`config.mk`:
```
export PLATFORM = sky130hd
export DESIGN_NAME = cpab_cfg_regs_flat
export DESIGN_NICKNAME = d
export VERILOG_FILES = /design/src/rtl/core/clipped_pixel_alpha_blend_defines.svh /design/src/rtl/core/cpab_pkg.sv /design/src/rtl/core/cpab_if.sv /design/src/rtl/core/cpab_cfg_regs.sv /design/src/flat_wrapper.sv
export SDC_FILE = /design/constraint.sdc
export NUM_CORES = 1
export LEC_CHECK = 0
export BUFFER_PORTS_ARGS = -buffer_cell sky130_fd_sc_hd__buf_2
export CORE_AREA = 2 2 66 68
export CTS_CLUSTER_SIZE = 10
export DETAILED_ROUTE_END_ITERATION = 10
export DIE_AREA = 0 0 68 70
export PLACE_DENSITY = 0.77
export SLEW_MARGIN = 20
export SYNTH_ARGS = -nofsm -noshare
export SYNTH_HDL_FRONTEND = slang
export SYNTH_SLANG_ARGS = --single-unit
```
`constraint.sdc`:
```
create_clock -name clk_i -period 1.05 [get_ports clk_i]
set_clock_uncertainty 0.2 [all_clocks]
set_input_delay 0.105 -clock clk_i [delete_from_list [all_inputs] [get_ports clk_i]]
set_output_delay 0.105 -clock clk_i [all_outputs]
set_load 0.05 [all_outputs]
```
`src/rtl/core/clipped_pixel_alpha_blend_defines.svh`:
```
// Assertion macros for the clipped pixel alpha blend block.
// Every macro expects clk_i and rst_ni in the scope where it is used.
`ifndef CLIPPED_PIXEL_ALPHA_BLEND_DEFINES_SVH
`define CLIPPED_PIXEL_ALPHA_BLEND_DEFINES_SVH

// The consequent must hold in the same cycle as the antecedent.
`define CPAB_ASSERT_IMP(lbl, ante, cons, msg) \
  lbl: assert property (@(posedge clk_i) disable iff (!rst_ni) (ante) |-> (cons)) \
    else $error(msg);

// The consequent must hold in the cycle after the antecedent.
`define CPAB_ASSERT_NXT(lbl, ante, cons, msg) \
  lbl: assert property (@(posedge clk_i) disable iff (!rst_ni) (ante) |=> (cons)) \
    else $error(msg);

`endif

```
`src/rtl/core/cpab_pkg.sv`:
```
// Shared constants, types and register codes of the clipped pixel alpha blend block.
// No dependencies; every other source file but the assertion macro header imports it.
package cpab_pkg;

  localparam int unsigned MAX_WIDTH   = 128;
  localparam int unsigned MAX_HEIGHT  = 128;
  localparam int unsigned STORE_DEPTH = MAX_WIDTH * MAX_HEIGHT;
  localparam int unsigned ADDR_W      = $clog2(STORE_DEPTH);

  localparam int unsigned PIXEL_W    = 24;
  localparam int unsigned CHAN_W     = 8;
  localparam int unsigned NUM_CHAN   = 3;
  localparam int unsigned COORD_W    = 8;
  localparam int unsigned ALPHA_W    = 8;
  localparam int unsigned SURF_W     = 8;
  localparam int unsigned CLIP_W     = 9;
  localparam int unsigned CFG_IDX_W  = 3;
  localparam int unsigned CFG_DATA_W = 9;

  localparam logic [ALPHA_W-1:0] FULL_ALPHA = 8'hFF;
  localparam logic [CHAN_W-1:0]  ROUND_HALF = 8'd127;

  typedef enum logic [0:0] {
    ACT_WRITE = 1'b0,
    ACT_READ  = 1'b1
  } action_e;

  typedef enum logic [CFG_IDX_W-1:0] {
    CFG_SURFACE_WIDTH  = 3'd0,
    CFG_SURFACE_HEIGHT = 3'd1,
    CFG_CLIP_LEFT      = 3'd2,
    CFG_CLIP_TOP       = 3'd3,
    CFG_CLIP_WIDTH     = 3'd4,
    CFG_CLIP_HEIGHT    = 3'd5
  } cfg_idx_e;

  typedef struct packed {
    logic [SURF_W-1:0]  surface_width;
    logic [SURF_W-1:0]  surface_height;
    logic [COORD_W-1:0] clip_left;
    logic [COORD_W-1:0] clip_top;
    logic [CLIP_W-1:0]  clip_width;
    logic [CLIP_W-1:0]  clip_height;
  } cfg_t;

  localparam cfg_t CFG_RESET = '{
    surface_width:  8'd128,
    surface_height: 8'd128,
    clip_left:      8'd0,
    clip_top:       8'd0,
    clip_width:     9'd128,
    clip_height:    9'd128
  };

  // Commands from the controller to the datapath.
  typedef struct packed {
    logic load;    // capture the accepted request
    logic calc;    // work out address, surface and clip flags
    logic mem_rd;  // read the pixel under the request
    logic mix;     // form the weighted channel sums
    logic commit;  // write memory and load the result register
  } ctrl_cmd_t;

  // Status from the datapath to the controller.
  typedef struct packed {
    logic need_read;
    logic need_blend;
  } dp_status_t;

endpackage

```
`src/rtl/core/cpab_if.sv`:
```


interface cpab_cfg_if import cpab_pkg::*; ();
  logic                  valid;
  logic                  ready;
  logic [CFG_IDX_W-1:0]  index;
  logic [CFG_DATA_W-1:0] data;

  modport source (output valid, index, data, input ready);
  modport sink   (input valid, index, data, output ready);
endinterface

```
`src/rtl/core/cpab_cfg_regs.sv`:
```
// Configuration registers for surface size and clip rectangle.
// Depends on cpab_pkg and the cpab_cfg_if interface.
module cpab_cfg_regs import cpab_pkg::*; (
  input  logic       clk_i,
  input  logic       rst_ni,
  cpab_cfg_if.sink   cfg_wr,
  output cfg_t       regs_o
);

  cfg_t cfg_q, cfg_d;

  assign cfg_wr.ready = 1'b1;

  always_comb begin
    cfg_d = cfg_q;
    if (cfg_wr.valid) begin
      case (cfg_wr.index)
        CFG_SURFACE_WIDTH:  cfg_d.surface_width  = cfg_wr.data[SURF_W-1:0];
        CFG_SURFACE_HEIGHT: cfg_d.surface_height = cfg_wr.data[SURF_W-1:0];
        CFG_CLIP_LEFT:      cfg_d.clip_left      = cfg_wr.data[COORD_W-1:0];
        CFG_CLIP_TOP:       cfg_d.clip_top       = cfg_wr.data[COORD_W-1:0];
        CFG_CLIP_WIDTH:     cfg_d.clip_width     = cfg_wr.data[CLIP_W-1:0];
        CFG_CLIP_HEIGHT:    cfg_d.clip_height    = cfg_wr.data[CLIP_W-1:0];
        default:            cfg_d = cfg_q;
      endcase
    end
  end

  always_ff @(posedge clk_i or negedge rst_ni) begin
    if (!rst_ni) begin
      cfg_q <= CFG_RESET;
    end else begin
      cfg_q <= cfg_d;
    end
  end

  assign regs_o = cfg_q;

endmodule

```
`src/flat_wrapper.sv`:
```
// flat-port wrapper written by rule: the top's interface ports become plain ports
module cpab_cfg_regs_flat import cpab_pkg::*;
  (clk_i, rst_ni, regs_o, cfg_wr_valid, cfg_wr_index, cfg_wr_data, cfg_wr_ready);
  cpab_cfg_if cfg_wr_i ();
  input  logic clk_i;
  input  logic rst_ni;
  output cfg_t regs_o;
  input wire logic [$bits(cfg_wr_i.valid)-1:0] cfg_wr_valid;
  input wire logic [$bits(cfg_wr_i.index)-1:0] cfg_wr_index;
  input wire logic [$bits(cfg_wr_i.data)-1:0] cfg_wr_data;
  output wire logic [$bits(cfg_wr_i.ready)-1:0] cfg_wr_ready;
  assign cfg_wr_i.valid = cfg_wr_valid;
  assign cfg_wr_i.index = cfg_wr_index;
  assign cfg_wr_i.data = cfg_wr_data;
  assign cfg_wr_ready = cfg_wr_i.ready;
  cpab_cfg_regs u_core (.clk_i(clk_i), .rst_ni(rst_ni), .cfg_wr(cfg_wr_i), .regs_o(regs_o));
endmodule
```
==> metrics.txt, run 1 <==
leakage power 1.61 nW; via count 1,373; # clock sinks 50; detailed-router iteration count before antenna repair 6; FF+latch area 1270 sq um; Crit path largest cell delay 0.56 ns; Core Box Area 4140 sq um; Hold Fails Final Rpt 48; top post-synthesis cells by area dfrtp_1 (60%), mux2_2 (29%), dfstp_2 (5.5%); Synth Area in Simple Gates 3.71%; worst skew pair latency 0.30 ns; grt ovf 0; Crit Path Class flop to output pin; Yosys cell types 10; nets@finish 229; post-synth top area share 59.9%; Setup TNS -7.93 ns; clock tree from TritonCTS built; clock buffer depth 2; CP top delay family flip-flops; # DRC 0; largest family of logic cells by synthesized area multiplexers; CP endpoint kind output pin; vias in the first global route 1,450; Largest register FFs 50; power density over cell area 2440 nW/um^2; Max FO, Critical Path 2; CP Data Required Time 0.74 ns; Worst Path Arrival 1.01 ns; Initial Utilization 46.4%; number of diodes 0; DIE AREA 4760 sq um; placed inst area 2490 sq um; final setup violation count 83; syn nets 127; WHS -0.0866 ns; final worst slack -0.267 ns; Compound-Gate Fraction of Synth Area 0%; multiplexer share of the synthesized area 29.3%; Mean Syn Cell Area 17.2 sq um; wire per inst 20.0 um; part of the cycle the worst path needs 125%; share of cells above drive strength 1 80.0%; Layout area overhead 73.8%; initial antenna violation count 0; synthesized area 1920 sq um; Adder-Cell Fraction of Synth Area 0%; outcome finished with violations; Layout Utilization 80.6%; Synth area leader dfrtp_1; Vias/cell 5.14; Peak VDD IR 0.00164 V; Die X-Extent 68 um; post-route ant nets 0; Synth Register Bits 50; routability cong. 0.723; Core Rows 24; Fmax 759 MHz; Post-Syn Instances 112; CTS Hold Buffers Added 2; CP Cell Sequence buf_8; xor/xnor share of the synthesized area 0%; sequential area share after synthesis 65.4%; final wirelength 5330 um; failing checks hold timing, setup timing; TritonCTS buffer count 5; critical path's slowest cell dfstp_2; IO Pins 66; RSZ-0062 raised after global routing yes; post-route cell area 3340 sq um; PortBufs 64; Max Slew Vio Count 0; synth warn 0; DRT iter0 DRCs 32; DIE HEIGHT 70 um; WP buf/inv 1; Final min period 1.32 ns; CTS root buf clkbuf_8; nature of the critical path startpoint flop; Tot GR Track Use 22.9%; # H-tree levels 2; max_cap viols 0; largest net degree at the start of global routing 51; first-pass GRT wire length 7910 um; fillcell total 214; Hold Path Class input pin to flop; Worst-path clk slew 0.09 ns; area of the multi-input gates 815 sq um; hpwl dp 3030 um
## final timing paths
kind / startpoint / end / slack [ns] / depth (start not counted)
worst max-delay path: u_core.regs_o[16] / regs_o[16] / -0.27 / 1
worst min-delay path: cfg_wr_data[1] / u_core.regs_o[35] / -0.09 / 2
worst max register to register: u_core.regs_o[9] / u_core.regs_o[9] / -0.08 / 2
worst min register to register: u_core.regs_o[23] / u_core.regs_o[23] / 0.34 / 1
max in group asynchronous: rst_ni / u_core.regs_o[7] / 0.25 / 3
min in group asynchronous: rst_ni / u_core.regs_o[3] / 0.11 / 3
## cell type report
cell class / instances / area share, %
clock buffers: 6 / 2.47
flip-flops and latches: 50 / 37.9
multi-input cells: 57 / 24.4
repair buffers: 100 / 31.5
clock inverters: 2 / 1.80
well taps: 52 / 1.95
## metrics by stage
step | instances | power (mW) | setup WS, ns | hold slack, ns
after floorplan | 112 | 4.66 | -0.290 | -0.391
after global placement | 235 | 5.28 | -0.466 | -0.0947
after detailed placement | 235 | 5.34 | -0.487 | -0.0926
after CTS | 257 | 7.87 | -0.266 | -0.0897
after global routing | 267 | 8.44 | -0.293 | -0.0776
final | 267 | 8.14 | -0.267 | -0.0866
## repair_timing
action	CTS	global route
buffers inserted	12	10
setup endpoints to repair	81	82
pin swaps	3	3
gates resized for setup	130	23
hold endpoints to repair	100	48
## kinds of logic (layout without fill, tap and decap cells)
kind of cell / count (synthesis) / after routing
buf+inv: 5 / 108
mux: 50 / 50
simple gates: 6 / 6
other cells: 1 / 1
flops: 50 / 50
## power by group
part           internal, mW  switching, mW  total [mW]
Clock                  1.02          0.611        1.63
Sequential             2.39          0.365        2.75
Combinational          1.68           2.08        3.76
## routing by layer
layer	vias up	share of wire [%]	global-route usage (%)
li1	603	-	-
met1	695	40	29.9
met2	59	52	37.2
met3	16	6.0	6.44
met4	0	2.0	6.00
met5	-	0	0
## layout by cell type, fill, tap and decap left out
master	instances
buf_12	5
buf_2	10
buf_4	18
buf_6	61
buf_8	4
bufinv_16	2
clkbuf_8	6
conb_1	1
dfrtp_1	38
dfrtp_2	8
dfstp_2	4
dlygate4sd3_1	2
mux2_2	15
mux2_4	35
nand4b_1	2
nor4b_4	1
nor4bb_4	3
## cells in the mapped netlist, drive strengths merged
cell / count
clkbuf: 1
dfrtp: 46
nor4bb: 3
dfstp: 4
mux2: 50
conb: 1
nor4b: 1
nand4b: 2
buf: 4
Note: power is estimated with default switching activity, not from simulation.
==> inputs of run 2 (changes only) <==
Settings changed: SKIP_LAST_GASP set to 1.
==> metrics.txt, run 2 (same netlist as run 1, synthesis figures left out) <==
Hold Fails Final Rpt 48 (unchanged); share of cells above drive strength 1 80.0% (unchanged); via count 1,344 (-2.1%); Worst Path Arrival 1.01 ns (about the same); nets@finish 229 (unchanged); post-route ant nets 0 (unchanged); nature of the critical path startpoint flop; # clock sinks 50 (unchanged); initial antenna violation count 0 (unchanged); CTS root buf clkbuf_8; CP Data Required Time 0.74 ns (about the same); grt ovf 0 (unchanged); Die X-Extent 68 um (unchanged); CP Depth 1 (unchanged); clock tree from TritonCTS built; # DRC 0 (unchanged); critical path's slowest cell dfstp_2; Hold Path Class input pin to flop; max_cap viols 0 (unchanged); Initial Utilization 46.4% (unchanged); RSZ-0062 raised after global routing yes; number of diodes 0 (unchanged); Final min period 1.31 ns (-0.00653 ns); NetSw 3.05 mW (-0.32%); final setup violation count 78 (-6.0%); worst skew pair latency 0.30 ns (about the same); final worst slack -0.260 ns (+0.00653 ns); vias in the first global route 1,452 (+0.14%); Core Box Area 4140 sq um (unchanged); CP top delay family flip-flops; Tot GR Track Use 23.0% (+0.049 points); reg2reg path depth 2 (unchanged); Crit path largest cell delay 0.56 ns (about the same); detailed-router iteration count before antenna repair 3 (-3); Crit Path Class flop to output pin; hpwl dp 3030 um (unchanged); DRT iter0 DRCs 52 (+63%); # H-tree levels 2 (unchanged); CP endpoint kind output pin; Max Slew Vio Count 0 (unchanged); WP buf/inv 1 (unchanged); PortBufs 64 (unchanged); switch share 37.6% (+0.062 points); Core Rows 24 (unchanged); failing checks hold timing, setup timing; Largest register FFs 50 (unchanged); dpl cells 235 (unchanged); sequential share of power 34.0% (+0.2 points); TritonCTS buffer count 5 (unchanged); placed inst area 2490 sq um (unchanged); P_int 5.06 mW (-0.59%); power density over cell area 2440 nW/um^2 (+0.19%); GR Util met1 30.1% (+0.17 points); Layout area overhead 72.7%; Fmax 763 MHz (+0.50%); wire per inst 20.0 um (+0.28%); Worst-path clk slew 0.09 ns (about the same); Vias/cell 5.03 (-2.1%); DIE HEIGHT 70 um (unchanged); commonest cells after routing, fill and taps aside buf_6 (60), dfrtp_1 (38), mux2_4 (30); met2 Track Usage GR 37.2% (unchanged); first-pass GRT wire length 7920 um (+0.18%); met3 Track Usage GR 6.44% (unchanged); leakage power 1.58 nW (-1.6%); most common cell after layout, fill and taps aside buf_6; GRT Max-Usage Layer met2; largest net degree at the start of global routing 51 (unchanged); clock buffer depth 2 (unchanged); post-route cell area 3320 sq um (-0.67%); Final Non-Filler Cells 267 (unchanged); Max FO, Critical Path 2 (unchanged); power share of the combinational group 46.0% (-0.2 points); CP Cell Sequence buf_8; Peak VDD IR 0.00170 V (+3.3%); WHS -0.0729 ns (+0.0137 ns); hold depth 2 (unchanged); part of the cycle the worst path needs 125% (-0.62 points); final wirelength 5340 um (+0.28%); routability cong. 0.723 (unchanged); outcome finished with violations; IO Pins 66 (unchanged); clock network power share 20.0% (about the same); DIE AREA 4760 sq um (unchanged); CTS Hold Buffers Added 2 (unchanged)
==> run 2: power by group through the flow <==
stage	registers [mW]	clock network (mW)	logic (mW)
after global placement	2.62	0	2.65
final	2.76	1.62	3.73
after CTS	2.72	1.65	3.50
after detailed placement	2.64	0	2.70
after global routing	2.80	1.75	3.87
after floorplan	4.15	0	0.503
==> run 2: through the flow <==
step	setup TNS (ns)	hold WS (ns)	util, %	setup WS, ns	total power [mW]
detailed placement	-17.35	-0.0926	60.1	-0.487	5.34
floorplan	-11.20	-0.391	-	-0.290	4.66
CTS	-7.36	-0.0897	76.5	-0.266	7.86
finish	-7.99	-0.0729	80.1	-0.260	8.10
global placement	-16.71	-0.0947	60.1	-0.466	5.28
global route	-10.09	-0.0734	80.1	-0.292	8.41
==> run 2: path summary, 6_finish.rpt <==
kind | startpoint | to | slack [ns]
min in group asynchronous | rst_ni | u_core.regs_o[3] | 0.11
worst min-delay path | cfg_wr_data[7] | u_core.regs_o[33] | -0.07
max in group asynchronous | rst_ni | u_core.regs_o[7] | 0.25
worst min register to register | u_core.regs_o[21] | u_core.regs_o[21] | 0.34
worst max register to register | u_core.regs_o[29] | u_core.regs_o[29] | -0.10
worst max-delay path | u_core.regs_o[16] | regs_o[16] | -0.26
==> run 2: timing repair <==
item / CTS / global route
hold endpoints to repair: 100 / 48
setup endpoints to repair: 81 / 82
buffers inserted: 12 / 10
resized for setup: 129 / 18
pin swaps: 3 / 3
==> run 2: area by class of cell <==
type | count | area [sq um]
sequential | 50 | 1270
clock inverter | 2 | 60.1
clock buffer | 6 | 82.6
timing repair buffer | 100 | 1050
multi-input combinational | 57 | 796
tap | 52 | 65.1
fill | 215 | 826
==> run 2: per-layer routing <==
layer  vias up  wire (um)
met5         -          0
met3        12        332
li1        603          -
met1       675       2150
met2        54       2780
met4         0         81
==> inputs of run 3 (changes only) <==
Settings changed: BUFFER_PORTS_ARGS -buffer_cell sky130_fd_sc_hd__buf_2 to -buffer_cell sky130_fd_sc_hd__buf_4.
==> metrics.txt, run 3 (same netlist as run 1, synthesis figures left out) <==
DRT iter0 DRCs 44 (-15%); final setup violation count 77 (-1.3%); failing checks hold timing, setup timing; Crit Path Class flop to output pin; vias in the first global route 1,511 (+4.1%); Vias/cell 5.25 (+4.3%); post-route cell area 3330 sq um (+0.30%); PortBufs 64 (unchanged); FF-to-FF End u_core.regs_o[18]; clock tree from TritonCTS built; launch point of the critical path u_core.regs_o[41]; nets@finish 226 (-1.3%); DIE AREA 4760 sq um (unchanged); Die X-Extent 68 um (unchanged); RSZ-0062 raised after global routing yes; Worst Path Arrival 1.02 ns (about the same); Final Non-Filler Cells 264 (-1.1%); part of the cycle the worst path needs 126% (+1.4 points); initial antenna violation count 0 (unchanged); CP Cell Sequence buf_8; CTS root buf clkbuf_8; met3 Track Usage GR 8.05% (+1.6 points); via count 1,386 (+3.1%); dpl cells 235 (unchanged); clock buffer depth 2 (unchanged); end of the critical path regs_o[41]; Peak VDD IR 0.00151 V (-11%); Largest register FFs 50 (unchanged); Crit path largest cell delay 0.56 ns (about the same); Max FO, Critical Path 2 (unchanged); power density over cell area 2370 nW/um^2 (-2.8%); final wirelength 5640 um (+5.6%); placed inst area 2650 sq um (+6.4%); hpwl dp 3260 um (+7.7%); WHS -0.132 ns (-0.0590 ns); Crit Reg-Reg Startpoint u_core.regs_o[18]; IO Pins 66 (unchanged); DP Worst Slack -0.450 ns (+0.0372 ns); GRT Max-Usage Layer met2; Hold Fails Final Rpt 42 (-13%); WP buf/inv 1 (unchanged); Hold Path Class input pin to flop; detailed-router iteration count before antenna repair 4 (+1); CP Data Required Time 0.74 ns (about the same); Max Slew Vio Count 0 (unchanged); commonest cells after routing, fill and taps aside buf_6 (68), dfrtp_1 (38), mux2_4 (33); # H-tree levels 2 (unchanged); # clock sinks 50 (unchanged); post-route ant nets 0 (unchanged); met2 Track Usage GR 37.6% (+0.43 points); Initial Utilization 46.4% (unchanged); # DRC 0 (unchanged); DIE HEIGHT 70 um (unchanged); number of diodes 0 (unchanged); Core Rows 24 (unchanged); CTS Hold Buffers Added 3 (+1); critical path's slowest cell dfstp_2; leakage power 1.59 nW (+0.54%); GR Util met1 30.3% (+0.28 points); grt ovf 0 (unchanged); CP endpoint kind output pin; Core Box Area 4140 sq um (unchanged); Fmax 755 MHz (-1.1%); CP Depth 1 (unchanged); final worst slack -0.275 ns (-0.0149 ns); register-to-register path setup slack -0.10 ns (about the same); Layout area overhead 73.2%; reg2reg path depth 2 (unchanged); CP top delay family flip-flops; first-pass GRT wire length 8070 um (+1.8%); outcome finished with violations; worst skew pair latency 0.30 ns (about the same); max_cap viols 0 (unchanged); Final min period 1.33 ns (+0.0149 ns); most common cell after layout, fill and taps aside buf_6; share of cells above drive strength 1 79.2% (-0.75 points); routability cong. 0.772 (+6.9%); largest net degree at the start of global routing 51 (unchanged); wire per inst 21.4 um (+6.8%); TritonCTS buffer count 5 (unchanged); nature of the critical path startpoint flop; Tot GR Track Use 23.5% (+0.52 points); Worst-path clk slew 0.11 ns (+0.02 ns)
-- run 3: cell types whose count changed in the layout (fill, tap and decap cells not counted), sizes merged --
cell / delta
dlymetal6s4s: +1
buf: -4
clkinv: +2
bufinv: -1
clkbuf: -1
-- run 3: how the worst min path moves through the flow --
stage	start	endpoint	slack, ns	cells past startpoint
final	cfg_wr_data[6]	u_core.regs_o[15]	-0.13	2
after global routing	cfg_wr_data[2]	u_core.regs_o[11]	-0.13	2
after CTS	cfg_wr_data[1]	u_core.regs_o[27]	-0.14	2
after detailed placement	rst_ni	u_core.regs_o[36]	-0.10	2
after global placement	rst_ni	u_core.regs_o[3]	-0.11	2
after floorplan	rst_ni	u_core.regs_o[0]	-0.39	0
-- run 3: what timing repair did --
item | CTS | global route
endpoints found under the hold margin | 100 | 42
gates resized for setup | 84 | 20
gates cloned | 0 | 0
pin swaps | 2 | 4
setup endpoints to repair | 82 | 91
buffers inserted | 15 | 5
-- run 3: power by group --
group	internal (mW)	switching [mW]
Sequential	2.39	0.380
Clock	0.703	0.657
Combinational	1.68	2.09
Total	4.78	3.13
-- run 3: final cells by class --
cell class	instances	area (sq um)
Fill cell	224	816
Sequential cell	50	1270
Clock inverter	3	40.0
Tap cell	52	65.1
Clock buffer	5	68.8
Multi-Input combinational cell	57	807
Timing Repair Buffer	97	1080
-- run 3: worst register-to-register path: stages, from the launching register on --
cell,delay (ns)
dfrtp_2,0.44
buf_6,0.13
mux2_4,0.27
-- run 3: metal layers --
metal / vias to the layer above / wire [um]
li1: 595 / -
met1: 722 / 2310
met2: 60 / 2940
met3: 9 / 323
met4: 0 / 73
met5: - / 0
-- run 3: metrics by stage --
stage	utilization (%)	hold WS [ns]	TNS (ns)	total power [mW]
2_1_floorplan	-	-0.391	-11.20	4.66
3_3_place_gp	64.0	-0.111	-16.32	5.58
3_5_place_dp	64.0	-0.104	-17.63	5.65
4_1_cts	77.9	-0.136	-8.11	7.69
5_1_grt	80.3	-0.133	-10.33	8.17
6_report	80.3	-0.132	-8.40	7.90
