===== src/rtl/core/clipped_pixel_alpha_blend_defines.svh =====
// Assertion macros for the clipped pixel alpha blend block.
// Every macro expects clk_i and rst_ni in the scope where it is used.
`ifndef CLIPPED_PIXEL_ALPHA_BLEND_DEFINES_SVH
`define CLIPPED_PIXEL_ALPHA_BLEND_DEFINES_SVH

// The consequent must hold in the same cycle as the antecedent.
`define CPAB_ASSERT_IMP(lbl, ante, cons, msg) \
  lbl: assert property (@(posedge clk_i) disable iff (!rst_ni) (ante) |-> (cons)) \
    else $error(msg);

// The consequent must hold in the cycle after the antecedent.
`define CPAB_ASSERT_NXT(lbl, ante, cons, msg) \
  lbl: assert property (@(posedge clk_i) disable iff (!rst_ni) (ante) |=> (cons)) \
    else $error(msg);

`endif


===== src/rtl/core/cpab_pkg.sv =====
// Shared constants, types and register codes of the clipped pixel alpha blend block.
// No dependencies; every other source file but the assertion macro header imports it.
package cpab_pkg;

  localparam int unsigned MAX_WIDTH   = 128;
  localparam int unsigned MAX_HEIGHT  = 128;
  localparam int unsigned STORE_DEPTH = MAX_WIDTH * MAX_HEIGHT;
  localparam int unsigned ADDR_W      = $clog2(STORE_DEPTH);

  localparam int unsigned PIXEL_W    = 24;
  localparam int unsigned CHAN_W     = 8;
  localparam int unsigned NUM_CHAN   = 3;
  localparam int unsigned COORD_W    = 8;
  localparam int unsigned ALPHA_W    = 8;
  localparam int unsigned SURF_W     = 8;
  localparam int unsigned CLIP_W     = 9;
  localparam int unsigned CFG_IDX_W  = 3;
  localparam int unsigned CFG_DATA_W = 9;

  localparam logic [ALPHA_W-1:0] FULL_ALPHA = 8'hFF;
  localparam logic [CHAN_W-1:0]  ROUND_HALF = 8'd127;

  typedef enum logic [0:0] {
    ACT_WRITE = 1'b0,
    ACT_READ  = 1'b1
  } action_e;

  typedef enum logic [CFG_IDX_W-1:0] {
    CFG_SURFACE_WIDTH  = 3'd0,
    CFG_SURFACE_HEIGHT = 3'd1,
    CFG_CLIP_LEFT      = 3'd2,
    CFG_CLIP_TOP       = 3'd3,
    CFG_CLIP_WIDTH     = 3'd4,
    CFG_CLIP_HEIGHT    = 3'd5
  } cfg_idx_e;

  typedef struct packed {
    logic [SURF_W-1:0]  surface_width;
    logic [SURF_W-1:0]  surface_height;
    logic [COORD_W-1:0] clip_left;
    logic [COORD_W-1:0] clip_top;
    logic [CLIP_W-1:0]  clip_width;
    logic [CLIP_W-1:0]  clip_height;
  } cfg_t;

  localparam cfg_t CFG_RESET = '{
    surface_width:  8'd128,
    surface_height: 8'd128,
    clip_left:      8'd0,
    clip_top:       8'd0,
    clip_width:     9'd128,
    clip_height:    9'd128
  };

  // Commands from the controller to the datapath.
  typedef struct packed {
    logic load;    // capture the accepted request
    logic calc;    // work out address, surface and clip flags
    logic mem_rd;  // read the pixel under the request
    logic mix;     // form the weighted channel sums
    logic commit;  // write memory and load the result register
  } ctrl_cmd_t;

  // Status from the datapath to the controller.
  typedef struct packed {
    logic need_read;
    logic need_blend;
  } dp_status_t;

endpackage


===== src/rtl/core/cpab_ctrl.sv =====
// Controller state machine: sequences one pixel request through the datapath.
// Depends on cpab_pkg for the command and status structs.
module cpab_ctrl import cpab_pkg::*; (
  input  logic       clk_i,
  input  logic       rst_ni,
  input  logic       req_valid_i,
  output logic       req_ready_o,
  output logic       res_valid_o,
  input  logic       res_ready_i,
  input  dp_status_t status_i,
  output ctrl_cmd_t  cmd_o
);

  typedef enum logic [4:0] {
    ST_IDLE = 5'b00001,
    ST_ADDR = 5'b00010,
    ST_READ = 5'b00100,
    ST_MIX  = 5'b01000,
    ST_DONE = 5'b10000
  } state_e;

  state_e state_q, state_d;
  logic   out_valid_q, out_valid_d;

  assign req_ready_o = (state_q == ST_IDLE);
  assign res_valid_o = out_valid_q;

  always_comb begin
    state_d = state_q;
    cmd_o   = '0;
    case (state_q)
      ST_IDLE: begin
        if (req_valid_i) begin
          cmd_o.load = 1'b1;
          state_d    = ST_ADDR;
        end
      end
      ST_ADDR: begin
        cmd_o.calc = 1'b1;
        state_d    = status_i.need_read ? ST_READ : ST_DONE;
      end
      ST_READ: begin
        cmd_o.mem_rd = 1'b1;
        state_d      = status_i.need_blend ? ST_MIX : ST_DONE;
      end
      ST_MIX: begin
        cmd_o.mix = 1'b1;
        state_d   = ST_DONE;
      end
      ST_DONE: begin
        // The result register may be reloaded in the cycle its content is taken.
        if (!out_valid_q || res_ready_i) begin
          cmd_o.commit = 1'b1;
          state_d      = ST_IDLE;
        end
      end
      default: state_d = ST_IDLE;
    endcase
  end

  always_comb begin
    if (cmd_o.commit) begin
      out_valid_d = 1'b1;
    end else if (res_ready_i) begin
      out_valid_d = 1'b0;
    end else begin
      out_valid_d = out_valid_q;
    end
  end

  always_ff @(posedge clk_i or negedge rst_ni) begin
    if (!rst_ni) begin
      state_q     <= ST_IDLE;
      out_valid_q <= 1'b0;
    end else begin
      state_q     <= state_d;
      out_valid_q <= out_valid_d;
    end
  end

endmodule


===== config.mk =====
export PLATFORM = sky130hd
export DESIGN_NAME = cpab_ctrl
export DESIGN_NICKNAME = d
export VERILOG_FILES = /design/src/rtl/core/clipped_pixel_alpha_blend_defines.svh /design/src/rtl/core/cpab_pkg.sv /design/src/rtl/core/cpab_ctrl.sv
export SDC_FILE = /design/constraint.sdc
export NUM_CORES = 1
export LEC_CHECK = 0
export ABC_AREA = 1
export CORE_AREA = 3 3 40 42
export CTS_BUF_LIST = sky130_fd_sc_hd__clkbuf_4
export DETAILED_ROUTE_END_ITERATION = 16
export DIE_AREA = 0 0 43 45
export DONT_BUFFER_PORTS = 1
export GPL_ROUTABILITY_DRIVEN = 0
export GPL_TIMING_DRIVEN = 0
export MAX_ROUTING_LAYER = met4
export PLACE_DENSITY = 0.47
export SETUP_SLACK_MARGIN = 0.02
export SLEW_MARGIN = 0
export SYNTH_ARGS = -nofsm -noshare
export SYNTH_HDL_FRONTEND = slang
export SYNTH_SLANG_ARGS = --single-unit
export TNS_END_PERCENT = 30

===== constraint.sdc =====
create_clock -name clk_i -period 1.01 [get_ports clk_i]
set_input_delay 0.101 -clock clk_i [delete_from_list [all_inputs] [get_ports clk_i]]
set_output_delay 0.101 -clock clk_i [all_outputs]
set_load 0.005 [all_outputs]

==> results of run 1 <==
==> logic make-up after synthesis <==
family / synth area share (%)
and+or+nand+nor: 44.84
buffers and inverters: 13.55
DFF: 39.03
AOI/OAI and AO/OA: 2.581
==> layer usage <==
layer / vias up / share of wire [%] / track usage (%)
met1: 140 / 42 / 10.98
li1: 175 / - / -
met5: - / 0 / -
met2: 11 / 46 / 13.77
met4: 0 / 1.4 / 5.422
met3: 2 / 11 / 7.171
==> where the power goes <==
| part | switching [mW] | internal (mW) | leakage, nW |
|---|---|---|---|
| clock | 0.102 | 0.177 | 0.0184 |
| sequential | 0.0736 | 0.324 | 0.0785 |
| combinational | 0.346 | 0.207 | 0.142 |
==> cell type report <==
class | count | area share [%]
plain buffers | 1 | 1.519
clock buffers | 4 | 6.076
inverters | 12 | 9.114
multi-input cells | 33 | 41.27
flip-flops and latches | 6 | 30.63
well taps | 15 | 3.797
repair buffers | 4 | 7.595
==> final timing paths <==
check                      cells past startpoint                       to  slack (ns)
hold reg to reg                                2   state_q[4]$_DFFE_PN0P_        0.62
hold / removal                                 3   state_q[4]$_DFFE_PN0P_        0.08
max in group asynchronous                      1   state_q[0]$_DFFE_PN1P_        0.55
min in group asynchronous                      1  res_valid_o$_DFFE_PN0P_        0.16
setup reg to reg                               8   state_q[0]$_DFFE_PN1P_       -0.22
setup / recovery                               5                 cmd_o[4]       -0.31
==> placed cells by master, fill, tap and decap left out <==
cell type,synthesis,routed
sky130_fd_sc_hd__a21oi_1,2,2
sky130_fd_sc_hd__buf_4,1,2
sky130_fd_sc_hd__clkbuf_4,0,4
sky130_fd_sc_hd__dfrtp_1,5,5
sky130_fd_sc_hd__dfstp_2,1,1
sky130_fd_sc_hd__dlygate4sd3_1,0,3
sky130_fd_sc_hd__inv_1,12,11
sky130_fd_sc_hd__inv_2,0,1
sky130_fd_sc_hd__nand2_1,11,10
sky130_fd_sc_hd__nand2_4,0,1
sky130_fd_sc_hd__nand3_2,2,2
sky130_fd_sc_hd__nand4_1,3,3
sky130_fd_sc_hd__nor2_1,4,3
sky130_fd_sc_hd__nor2_2,4,4
sky130_fd_sc_hd__nor2_4,3,4
sky130_fd_sc_hd__nor3_1,4,3
sky130_fd_sc_hd__nor3_2,0,1
==> through the flow <==
stage	hold WS (ns)	std cells
3_5_place_dp	-0.1944	67
6_report	0.08484	75
2_1_floorplan	-0.1946	52
4_1_cts	0.08741	75
3_3_place_gp	-0.1944	67
5_1_grt	0.1130	75
==> flip-flops by register name, indices dropped and copies added (netlist names) <==
signal / count
state_q: 5
res_valid_o: 1
==> repair_timing <==
item,4_1_cts,5_1_grt
pin swaps,2,1
setup buffers,1,0
hold buffers,3,0
setup endpoints to repair,9,11
endpoints found under the hold margin,8,0
resized for setup,3,3
==> critical path: stages, from the launching register on <==
cell	delay (ns)
sky130_fd_sc_hd__dfstp_2	0.55
sky130_fd_sc_hd__inv_2	0.04
sky130_fd_sc_hd__nor2_2	0.08
sky130_fd_sc_hd__nand3_2	0.12
sky130_fd_sc_hd__nor2_4	0.12
sky130_fd_sc_hd__nor3_2	0.06
==> reports/summary.json, run 1 <==
{
  "top_level_pins": {"value": 13},
  "drt_first_iter_violations": {"value": 0},
  "route.detailed.drc": {"value": 0},
  "clock_tree.root_cell": {"value": "sky130_fd_sc_hd__clkbuf_4"},
  "layout.core_utilization": {"value": 38.46, "unit": "%"},
  "antenna_found_initial": {"value": 0},
  "row_count": {"value": 13},
  "final_max_tran_viols": {"value": 0},
  "cts_buffers": {"value": 3},
  "finish.net_count": {"value": 67},
  "synthesis.nets": {"value": 58},
  "final.setup.tns": {"value": -1.763, "unit": "ns"},
  "cts_max_level": {"value": 1},
  "multi_input_comb_area": {"value": 203.9, "unit": "µm²"},
  "drive_gt1_share": {"value": 33.33, "unit": "%"},
  "power": {"value": 1.229, "unit": "mW"},
  "wirelength": {"value": 739, "unit": "µm"},
  "first_global_vias": {"value": 299},
  "hold_viol_final": {"value": 0},
  "fp.dieArea": {"value": 0.001935, "unit": "mm²"},
  "yosysTopAreaCell": {"value": "sky130_fd_sc_hd__dfrtp_1"},
  "dieWidth": {"value": 43, "unit": "µm"},
  "vias": {"value": 328},
  "unrepaired_setup_endpoints_after_global_routing": {"value": "true"},
  "violations": {"value": "negative setup slack"},
  "top_count_cell_post_synth": {"value": "sky130_fd_sc_hd__inv_1"},
  "achievable_freq": {"value": 760.0, "unit": "MHz"},
  "hold_path_startpoint": {"value": "res_ready_i"},
  "grt_pass1_wl": {"value": 1262, "unit": "µm"},
  "timing.critical_path.from": {"value": "state_q[0]$_DFFE_PN1P_"},
  "routed_wire_length_per_instance": {"value": 9.853, "unit": "µm"},
  "postSynth.asyncResetShare": {"value": 100.0, "unit": "%"},
  "tritoncts_clock_tree": {"value": "done"},
  "worst-slew-pin-transition": {"value": 0.2968, "unit": "ns"},
  "synth.cells.most_frequent": {"value": "sky130_fd_sc_hd__inv_1 (12), sky130_fd_sc_hd__nand2_1 (11), sky130_fd_sc_hd__dfrtp_1 (5)"},
  "clock_sinks": {"value": 6},
  "critical_register_to_register_path_startpoint": {"value": "state_q[0]$_DFFE_PN1P_"},
  "nFillCells": {"value": 142},
  "register_area": {"value": 151.4, "unit": "µm²"},
  "critPathRequiredTime": {"value": 0.91, "unit": "ns"},
  "post-dp-hpwl": {"value": 597.3, "unit": "µm"},
  "critical_path.max_fanout": {"value": 4},
  "clk_pin_slew_worst_paths": {"value": 0.06, "unit": "ns"},
  "final_critical_period": {"value": 1.316, "unit": "ns"},
  "drv_cap": {"value": 0},
  "share_of_the_clock_period_used_by_the_worst_path": {"value": 130.3, "unit": "%"},
  "synthFlopType": {"value": "sky130_fd_sc_hd__dfrtp_1"},
  "finalSetupViolations": {"value": 9},
  "initial_utilization": {"value": 30.19, "unit": "%"},
  "result_of_the_run": {"value": "complete, but fails checks"},
  "critPathKind": {"value": "flip-flop to primary output"},
  "cts-root-to-sink-buffers": {"value": 2},
  "grt_start_max_net_pins": {"value": 7},
  "groute.usage.overall": {"value": 10.16, "unit": "%"},
  "final_antenna_net_count": {"value": 0},
  "design_area": {"value": 494.2, "unit": "µm²"},
  "die_height": {"value": 45, "unit": "µm"},
  "timing.critical_path.to_type": {"value": "primary output"},
  "syn_avg_cell_area": {"value": 7.459, "unit": "µm²"},
  "area_of_the_core": {"value": 0.001285, "unit": "mm²"},
  "grt.overflow.total": {"value": 0},
  "synth.ff_latch_count": {"value": 6},
  "netlist_area": {"value": 387.9, "unit": "µm²"},
  "io_buffers": {"value": 0},
  "drt_pass1_iterations": {"value": 1},
  "worst_ir_drop_vdd": {"value": 0.9705, "unit": "mV"},
  "timing.critical_path.from_type": {"value": "flip-flop"},
  "synth.yosys.seq_area_share": {"value": 39.03, "unit": "%"},
  "clkLatencyLatePin": {"value": 0.26, "unit": "ns"},
  "synth_edf_count": {"value": 0},
  "synth_warnings": {"value": 0},
  "antenna_cells_inserted": {"value": 0},
  "synth_cells": {"value": 52},
  "powerDensity": {"value": 2488, "unit": "mW/mm²"},
  "preCtsSetupSlack": {"value": -0.1462, "unit": "ns"},
  "hp-class": {"value": "input pin to flip-flop"},
  "setup_ws": {"value": -0.3058, "unit": "ns"},
  "slew-limit-headroom": {"value": 80.15, "unit": "%"},
  "synth.top_cells.by_area": {"value": "sky130_fd_sc_hd__dfrtp_1 (32%), sky130_fd_sc_hd__inv_1 (12%), sky130_fd_sc_hd__nand2_1 (11%)"},
  "placement.cell_area": {"value": 406.6, "unit": "µm²"},
  "vias_per_cell": {"value": 4.373},
  "cp_data_arrival_time": {"value": 1.21, "unit": "ns"},
  "synth_cell_type_count": {"value": 12},
  "total_leakage_power": {"value": 0.2392, "unit": "nW"},
  "synth_largest_type_area_fraction": {"value": 32.26, "unit": "%"},
  "flow.area_growth_from_synthesis": {"value": 27.42, "unit": "%"},
  "fin_skew": {"value": 0.01451, "unit": "ns"}
}
(Power assumes the default switching activity.)
==> run 2, diff against run 1 <==
--- a/config.mk
+++ b/config.mk
@@ -14,7 +14,7 @@
 export GPL_ROUTABILITY_DRIVEN = 0
 export GPL_TIMING_DRIVEN = 0
 export MAX_ROUTING_LAYER = met4
-export PLACE_DENSITY = 0.47
+export PLACE_DENSITY = 0.46
 export SETUP_SLACK_MARGIN = 0.02
 export SLEW_MARGIN = 0
 export SYNTH_ARGS = -nofsm -noshare
==> constraint.sdc (replaced) <==
create_clock -name clk_i -period 1.4 [get_ports clk_i]
set_input_delay 0.14 -clock clk_i [delete_from_list [all_inputs] [get_ports clk_i]]
set_output_delay 0.14 -clock clk_i [all_outputs]
set_load 0.005 [all_outputs]
==> run 2 against run 1 <==
The flow now finishes without violations. Flip-flop and latch count is the same. Largest cell class unchanged. Global-route usage shrank 0.61 points. Register-to-register slack gained 0.39 ns. Cell area shrank 7.1%. Highest routed layer unchanged. Wire length shrank 2.0%. Largest power group unchanged. Via count shrank 3.4%. Clock skew is essentially flat. Combinational power shrank 34%. First-iteration DRC count grew 1. Power shrank 31%. Clock power shrank 27%.
==> reports/summary.json, run 2 (synthesized netlist as in run 1, its figures left out) <==
{
  "grt.overflow.total": {"value": 0},
  "final.hold.worst_slack": {"value": 0.03274, "unit": "ns"},
  "fp.dieArea": {"value": 0.001935, "unit": "mm²"},
  "total_leakage_power": {"value": 0.2302, "unit": "nW"},
  "drt_first_iter_violations": {"value": 1},
  "critical_path.max_fanout": {"value": 4},
  "die_height": {"value": 45, "unit": "µm"},
  "critical_path_buf_inv_count": {"value": 1},
  "multi_input_comb_area": {"value": 188.9, "unit": "µm²"},
  "timing.critical_path.to_type": {"value": "primary output"},
  "register_area": {"value": 151.4, "unit": "µm²"},
  "cts_max_level": {"value": 1},
  "drt_pass1_iterations": {"value": 2},
  "top_level_pins": {"value": 13},
  "route.detailed.drc": {"value": 0},
  "largest_register_ffs": {"value": 5},
  "placement.cell_area": {"value": 406.6, "unit": "µm²"},
  "cp.depth": {"value": 5},
  "final_critical_period": {"value": 1.356, "unit": "ns"},
  "crit_path_cell_trace": {"value": "inv_2, nor2_2, nand3_2, nor2_4, nor3_2"},
  "io_buffers": {"value": 0},
  "nFillCells": {"value": 141},
  "slew-limit-headroom": {"value": 80.05, "unit": "%"},
  "timing.critical_path.from_type": {"value": "flip-flop"},
  "first_global_vias": {"value": 289},
  "place_inst": {"value": 67},
  "achievable_freq": {"value": 737.5, "unit": "MHz"},
  "finalSetupViolations": {"value": 0},
  "row_count": {"value": 13},
  "critical_path.top_delay_family": {"value": "flip-flops"},
  "cts-root-to-sink-buffers": {"value": 2},
  "critical-path-max-stage-delay": {"value": 0.55, "unit": "ns"},
  "critical_register_to_register_path_startpoint": {"value": "state_q[0]$_DFFE_PN1P_"},
  "grt_start_max_net_pins": {"value": 7},
  "initial_utilization": {"value": 30.19, "unit": "%"},
  "flow.area_growth_from_synthesis": {"value": 18.39, "unit": "%"},
  "drive_gt1_share": {"value": 31.03, "unit": "%"},
  "groute.usage.overall": {"value": 9.552, "unit": "%"},
  "hold_viol_final": {"value": 0},
  "worst_ir_drop_vdd": {"value": 0.8088, "unit": "mV"},
  "fin_skew": {"value": 0.01486, "unit": "ns"},
  "unrepaired_setup_endpoints_after_global_routing": {"value": "true"},
  "worst-slew-pin-transition": {"value": 0.2982, "unit": "ns"},
  "largest-register": {"value": "state_q"},
  "finish.net_count": {"value": 65},
  "timing.critical_path.from": {"value": "state_q[0]$_DFFE_PN1P_"},
  "antenna_cells_inserted": {"value": 0},
  "antenna_found_initial": {"value": 0},
  "clock_tree.root_cell": {"value": "sky130_fd_sc_hd__clkbuf_4"},
  "clock_sinks": {"value": 6},
  "mostFrequentLayoutCells": {"value": "sky130_fd_sc_hd__inv_1 (11), sky130_fd_sc_hd__nand2_1 (11), sky130_fd_sc_hd__dfrtp_1 (5)"},
  "r2r_cells": {"value": 8},
  "routed_wire_length_per_instance": {"value": 9.918, "unit": "µm"},
  "regToRegSetupSlack": {"value": 0.17, "unit": "ns"},
  "clk_pin_slew_worst_paths": {"value": 0.04, "unit": "ns"},
  "cp_data_arrival_time": {"value": 1.22, "unit": "ns"},
  "grt_pass1_wl": {"value": 1207, "unit": "µm"},
  "vias_per_cell": {"value": 4.342},
  "critical-path-slowest-cell": {"value": "sky130_fd_sc_hd__dfstp_2"},
  "post-dp-hpwl": {"value": 594.2, "unit": "µm"},
  "drv_cap": {"value": 0},
  "regToRegEndpoint": {"value": "state_q[0]$_DFFE_PN1P_"},
  "area_of_the_core": {"value": 0.001285, "unit": "mm²"},
  "final_antenna_net_count": {"value": 0},
  "critPathRequiredTime": {"value": 1.26, "unit": "ns"},
  "share_of_the_clock_period_used_by_the_worst_path": {"value": 96.86, "unit": "%"},
  "wirelength": {"value": 724, "unit": "µm"},
  "crit_path_end": {"value": "cmd_o[4]"},
  "cts_buffers": {"value": 3},
  "clkLatencyLatePin": {"value": 0.26, "unit": "ns"},
  "result_of_the_run": {"value": "completed"},
  "powerDensity": {"value": 1852, "unit": "mW/mm²"},
  "finish.cell_count_without_fillers": {"value": 73},
  "dieWidth": {"value": 43, "unit": "µm"},
  "layout.core_utilization": {"value": 35.74, "unit": "%"},
  "critPathKind": {"value": "flip-flop to primary output"},
  "final.setup.tns": {"value": 0, "unit": "ns"},
  "vias": {"value": 317},
  "design_area": {"value": 459.2, "unit": "µm²"},
  "tritoncts_clock_tree": {"value": "done"},
  "hp-class": {"value": "input pin to flip-flop"},
  "final_max_tran_viols": {"value": 0}
}
==> run 2: cell types whose count changed in the layout (fill, tap and decap cells not counted) <==
cell / delta
sky130_fd_sc_hd__nor2_1: +1
sky130_fd_sc_hd__dlygate4sd3_1: -2
sky130_fd_sc_hd__nand2_1: +1
sky130_fd_sc_hd__nand2_4: -1
sky130_fd_sc_hd__nor2_4: -1
==> run 2: layout make-up <==
class / instances / area share, %
Multi-Input combinational cell: 33 / 41.14
Sequential cell: 6 / 32.97
Inverter: 12 / 9.809
Clock buffer: 4 / 6.540
Tap cell: 15 / 4.087
Timing Repair Buffer: 2 / 3.815
Buffer: 1 / 1.635
==> run 2: worst register-to-register path, stage by stage, from the launching register on <==
cell                      delay [ns]
sky130_fd_sc_hd__dfstp_2        0.55
sky130_fd_sc_hd__inv_2          0.04
sky130_fd_sc_hd__nor2_2         0.08
sky130_fd_sc_hd__nand3_2        0.12
sky130_fd_sc_hd__nor2_4         0.12
sky130_fd_sc_hd__buf_4          0.13
sky130_fd_sc_hd__nor2_2         0.03
sky130_fd_sc_hd__nand2_1        0.05
sky130_fd_sc_hd__nand2_1        0.05
==> run 2: repair_timing <==
item | 4_1_cts | 5_1_grt
hold buffers | 1 | 0
hold endpoints to repair | 6 | 0
gates resized for setup | 2 | 0
endpoints found under the setup margin | 1 | 2
pin swaps | 2 | 1
setup buffers | 1 | 0
==> run 2: through the flow <==
| stage | power [mW] | setup slack [ns] |
|---|---|---|
| 2_1_floorplan | 0.5720 | 0.2591 |
| 3_3_place_gp | 0.6256 | 0.1960 |
| 3_5_place_dp | 0.6280 | 0.1881 |
| 4_1_cts | 0.8705 | -0.002800 |
| 5_1_grt | 0.9382 | -0.06798 |
| 6_report | 0.8505 | 0.04401 |
==> run 2: report_power, final <==
| group | internal [mW] | switching, mW |
|---|---|---|
| Sequential | 0.233 | 0.0514 |
| Clock | 0.128 | 0.0750 |
| Combinational | 0.133 | 0.230 |
==> run 2: how the worst min path moves through the flow <==
stage           startpoint  slack, ns                      end  cells after the start
6_report       status_i[0]       0.03   state_q[3]$_DFFE_PN0P_                      2
4_1_cts        status_i[0]       0.03   state_q[3]$_DFFE_PN0P_                      2
5_1_grt        status_i[1]       0.03   state_q[2]$_DFFE_PN0P_                      2
3_3_place_gp        rst_ni      -0.16   state_q[4]$_DFFE_PN0P_                      0
3_5_place_dp        rst_ni      -0.16  res_valid_o$_DFFE_PN0P_                      0
2_1_floorplan       rst_ni      -0.16  res_valid_o$_DFFE_PN0P_                      0
==> run 2: per-layer routing <==
metal / track usage [%] / vias to the layer above / part of all wire, %
met2: 12.87 / 12 / 43
li1: - / 170 / -
met3: 5.976 / 2 / 10
met4: 5.422 / 0 / 1.4
met5: - / - / 0
met1: 10.71 / 133 / 46
==> run 3, diff against run 2 <==
--- a/config.mk
+++ b/config.mk
@@ -15,6 +15,7 @@
 export GPL_TIMING_DRIVEN = 0
 export MAX_ROUTING_LAYER = met4
 export PLACE_DENSITY = 0.46
+export RECOVER_POWER = 100
 export SETUP_SLACK_MARGIN = 0.02
 export SLEW_MARGIN = 0
 export SYNTH_ARGS = -nofsm -noshare
==> run 3 against run 2 <==
Setup slack is essentially flat. Utilization down 0.19 points. Clock power is essentially flat. Flip-flop and latch count is the same. Non-clock buffer count did not move. Maximum frequency hardly changed. Sequential share of layout area is 0.18 points higher. Critical path type unchanged. Highest routed layer unchanged.
==> reports/summary.json, run 3 (synthesized netlist as in run 1, its figures left out) <==
{
  "vias": {"value": 317},
  "critPathRequiredTime": {"value": 1.26, "unit": "ns"},
  "setup_ws": {"value": 0.04400, "unit": "ns"},
  "slew-limit-headroom": {"value": 80.05, "unit": "%"},
  "design_area": {"value": 456.7, "unit": "µm²"},
  "vias_per_cell": {"value": 4.342},
  "critPathKind": {"value": "flip-flop to primary output"},
  "net-switching-power": {"value": 0.3523, "unit": "mW"},
  "drt_pass1_iterations": {"value": 2},
  "hold_path_startpoint": {"value": "status_i[0]"},
  "groute.usage.overall": {"value": 9.552, "unit": "%"},
  "routed_wire_length_per_instance": {"value": 9.973, "unit": "µm"},
  "fp.dieArea": {"value": 0.001935, "unit": "mm²"},
  "final.hold.worst_slack": {"value": 0.03274, "unit": "ns"},
  "achievable_freq": {"value": 737.5, "unit": "MHz"},
  "preCtsSetupSlack": {"value": 0.1881, "unit": "ns"},
  "mostFrequentLayoutCells": {"value": "sky130_fd_sc_hd__inv_1 (11), sky130_fd_sc_hd__nand2_1 (11), sky130_fd_sc_hd__nor2_1 (5), sky130_fd_sc_hd__dfrtp_1 (5), sky130_fd_sc_hd__clkbuf_4 (4)"},
  "finish.net_count": {"value": 65},
  "grt_pass1_wl": {"value": 1207, "unit": "µm"},
  "cts-root-to-sink-buffers": {"value": 2},
  "regToRegEndpoint": {"value": "state_q[0]$_DFFE_PN1P_"},
  "drv_cap": {"value": 0},
  "die_height": {"value": 45, "unit": "µm"},
  "final_antenna_net_count": {"value": 0},
  "post-dp-hpwl": {"value": 594.2, "unit": "µm"},
  "tritoncts_clock_tree": {"value": "done"},
  "wirelength": {"value": 728, "unit": "µm"},
  "placement.cell_area": {"value": 406.6, "unit": "µm²"},
  "p_int": {"value": 0.4941, "unit": "mW"},
  "dieWidth": {"value": 43, "unit": "µm"},
  "hold_viol_final": {"value": 0},
  "critical_path.max_fanout": {"value": 4},
  "share_of_the_clock_period_used_by_the_worst_path": {"value": 96.86, "unit": "%"},
  "whs_endpoint": {"value": "state_q[3]$_DFFE_PN0P_"},
  "layout.core_utilization": {"value": 35.54, "unit": "%"},
  "grt.overflow.total": {"value": 0},
  "clock_power_share": {"value": 24.0, "unit": "%"},
  "drt_first_iter_violations": {"value": 1},
  "seq_power_share": {"value": 33.7, "unit": "%"},
  "hp-class": {"value": "input pin to flip-flop"},
  "route.detailed.drc": {"value": 0},
  "row_count": {"value": 13},
  "power.switching_fraction": {"value": 41.63, "unit": "%"},
  "clock_sinks": {"value": 6},
  "first_global_vias": {"value": 289},
  "antenna_cells_inserted": {"value": 0},
  "antenna_found_initial": {"value": 0},
  "finalSetupViolations": {"value": 0},
  "power_frac_comb": {"value": 42.4, "unit": "%"},
  "powerDensity": {"value": 1853, "unit": "mW/mm²"},
  "worst-slew-pin-transition": {"value": 0.2982, "unit": "ns"},
  "final_critical_period": {"value": 1.356, "unit": "ns"},
  "unrepaired_setup_endpoints_after_global_routing": {"value": "true"},
  "timing.critical_path.to_type": {"value": "primary output"},
  "clkLatencyLatePin": {"value": 0.26, "unit": "ns"},
  "largest_register_ffs": {"value": 5},
  "io_buffers": {"value": 0},
  "final_max_tran_viols": {"value": 0},
  "largest-register": {"value": "state_q"},
  "initial_utilization": {"value": 30.19, "unit": "%"},
  "clock_tree.root_cell": {"value": "sky130_fd_sc_hd__clkbuf_4"},
  "critical_register_to_register_path_startpoint": {"value": "state_q[0]$_DFFE_PN1P_"},
  "grt_start_max_net_pins": {"value": 7},
  "total_leakage_power": {"value": 0.2304, "unit": "nW"},
  "cts_buffers": {"value": 3},
  "timing.critical_path.from_type": {"value": "flip-flop"},
  "worst_ir_drop_vdd": {"value": 0.8033, "unit": "mV"},
  "drive_gt1_share": {"value": 29.31, "unit": "%"},
  "min_delay_path_depth": {"value": 2},
  "top_level_pins": {"value": 13},
  "clk_pin_slew_worst_paths": {"value": 0.04, "unit": "ns"},
  "area_of_the_core": {"value": 0.001285, "unit": "mm²"},
  "regToRegSetupSlack": {"value": 0.17, "unit": "ns"},
  "r2r_cells": {"value": 8},
  "final.setup.tns": {"value": 0, "unit": "ns"},
  "fin_skew": {"value": 0.01486, "unit": "ns"},
  "result_of_the_run": {"value": "completed"},
  "cts_max_level": {"value": 1},
  "cp_data_arrival_time": {"value": 1.22, "unit": "ns"},
  "flow.area_growth_from_synthesis": {"value": 17.74, "unit": "%"}
}
## run 3: cell counts in the layout (fill, tap and decap cells not counted)
No cell type changed its count.
## run 3: worst max-delay path by stage
stage	start	endpoint	slack, ns
final	state_q[0]$_DFFE_PN1P_	cmd_o[4]	0.04
after global routing	state_q[1]$_DFFE_PN0P_	cmd_o[0]	-0.07
after CTS	state_q[0]$_DFFE_PN1P_	cmd_o[4]	-0.003
after detailed placement	state_q[0]$_DFFE_PN1P_	cmd_o[4]	0.19
after global placement	state_q[0]$_DFFE_PN1P_	cmd_o[4]	0.20
after floorplan	state_q[0]$_DFFE_PN1P_	cmd_o[4]	0.26
## run 3: per-stage QoR
step	power [mW]	cells
after floorplan	0.5720	52
after global placement	0.6256	67
after detailed placement	0.6280	67
after CTS	0.8705	73
after global routing	0.9337	73
final	0.8464	73
## run 3: power groups by stage
stage	combinational (mW)	sequential (mW)	clock (mW)
2_1_floorplan	0.296	0.276	0
4_1_cts	0.375	0.286	0.210
6_report	0.358	0.285	0.203
3_3_place_gp	0.340	0.285	0
5_1_grt	0.417	0.293	0.223
3_5_place_dp	0.343	0.285	0
## run 3: per-layer routing
metal | vias up | global-route usage, % | routed length (µm)
met5 | - | - | 0
met4 | 0 | 5.422 | 10
met3 | 2 | 5.976 | 73
met2 | 12 | 12.87 | 310
met1 | 133 | 10.71 | 333
li1 | 170 | - | -
## run 3: final cells by class
cell class / count / area [µm²]
clock buffer: 4 / 30.03
buffer: 1 / 7.507
sequential: 6 / 151.4
fill: 140 / 828.3
inverter: 12 / 45.04
timing repair buffer: 2 / 17.52
multi-input combinational: 33 / 186.4
tap: 15 / 18.77
## run 3: repair_timing
action                                 in CTS  in global routing
gates resized for setup                     2                  0
buffers inserted                            1                  0
hold buffers                                1                  0
endpoints found under the hold margin       6                  0
pin swaps                                   2                  1
setup endpoints to repair                   1                  2
## run 3: critical path, stage by stage (launching register included)
cell                      delay (ns)
sky130_fd_sc_hd__dfstp_2        0.55
sky130_fd_sc_hd__inv_2          0.04
sky130_fd_sc_hd__nor2_2         0.08
sky130_fd_sc_hd__nand3_2        0.12
sky130_fd_sc_hd__nor2_4         0.12
sky130_fd_sc_hd__nor3_2         0.06
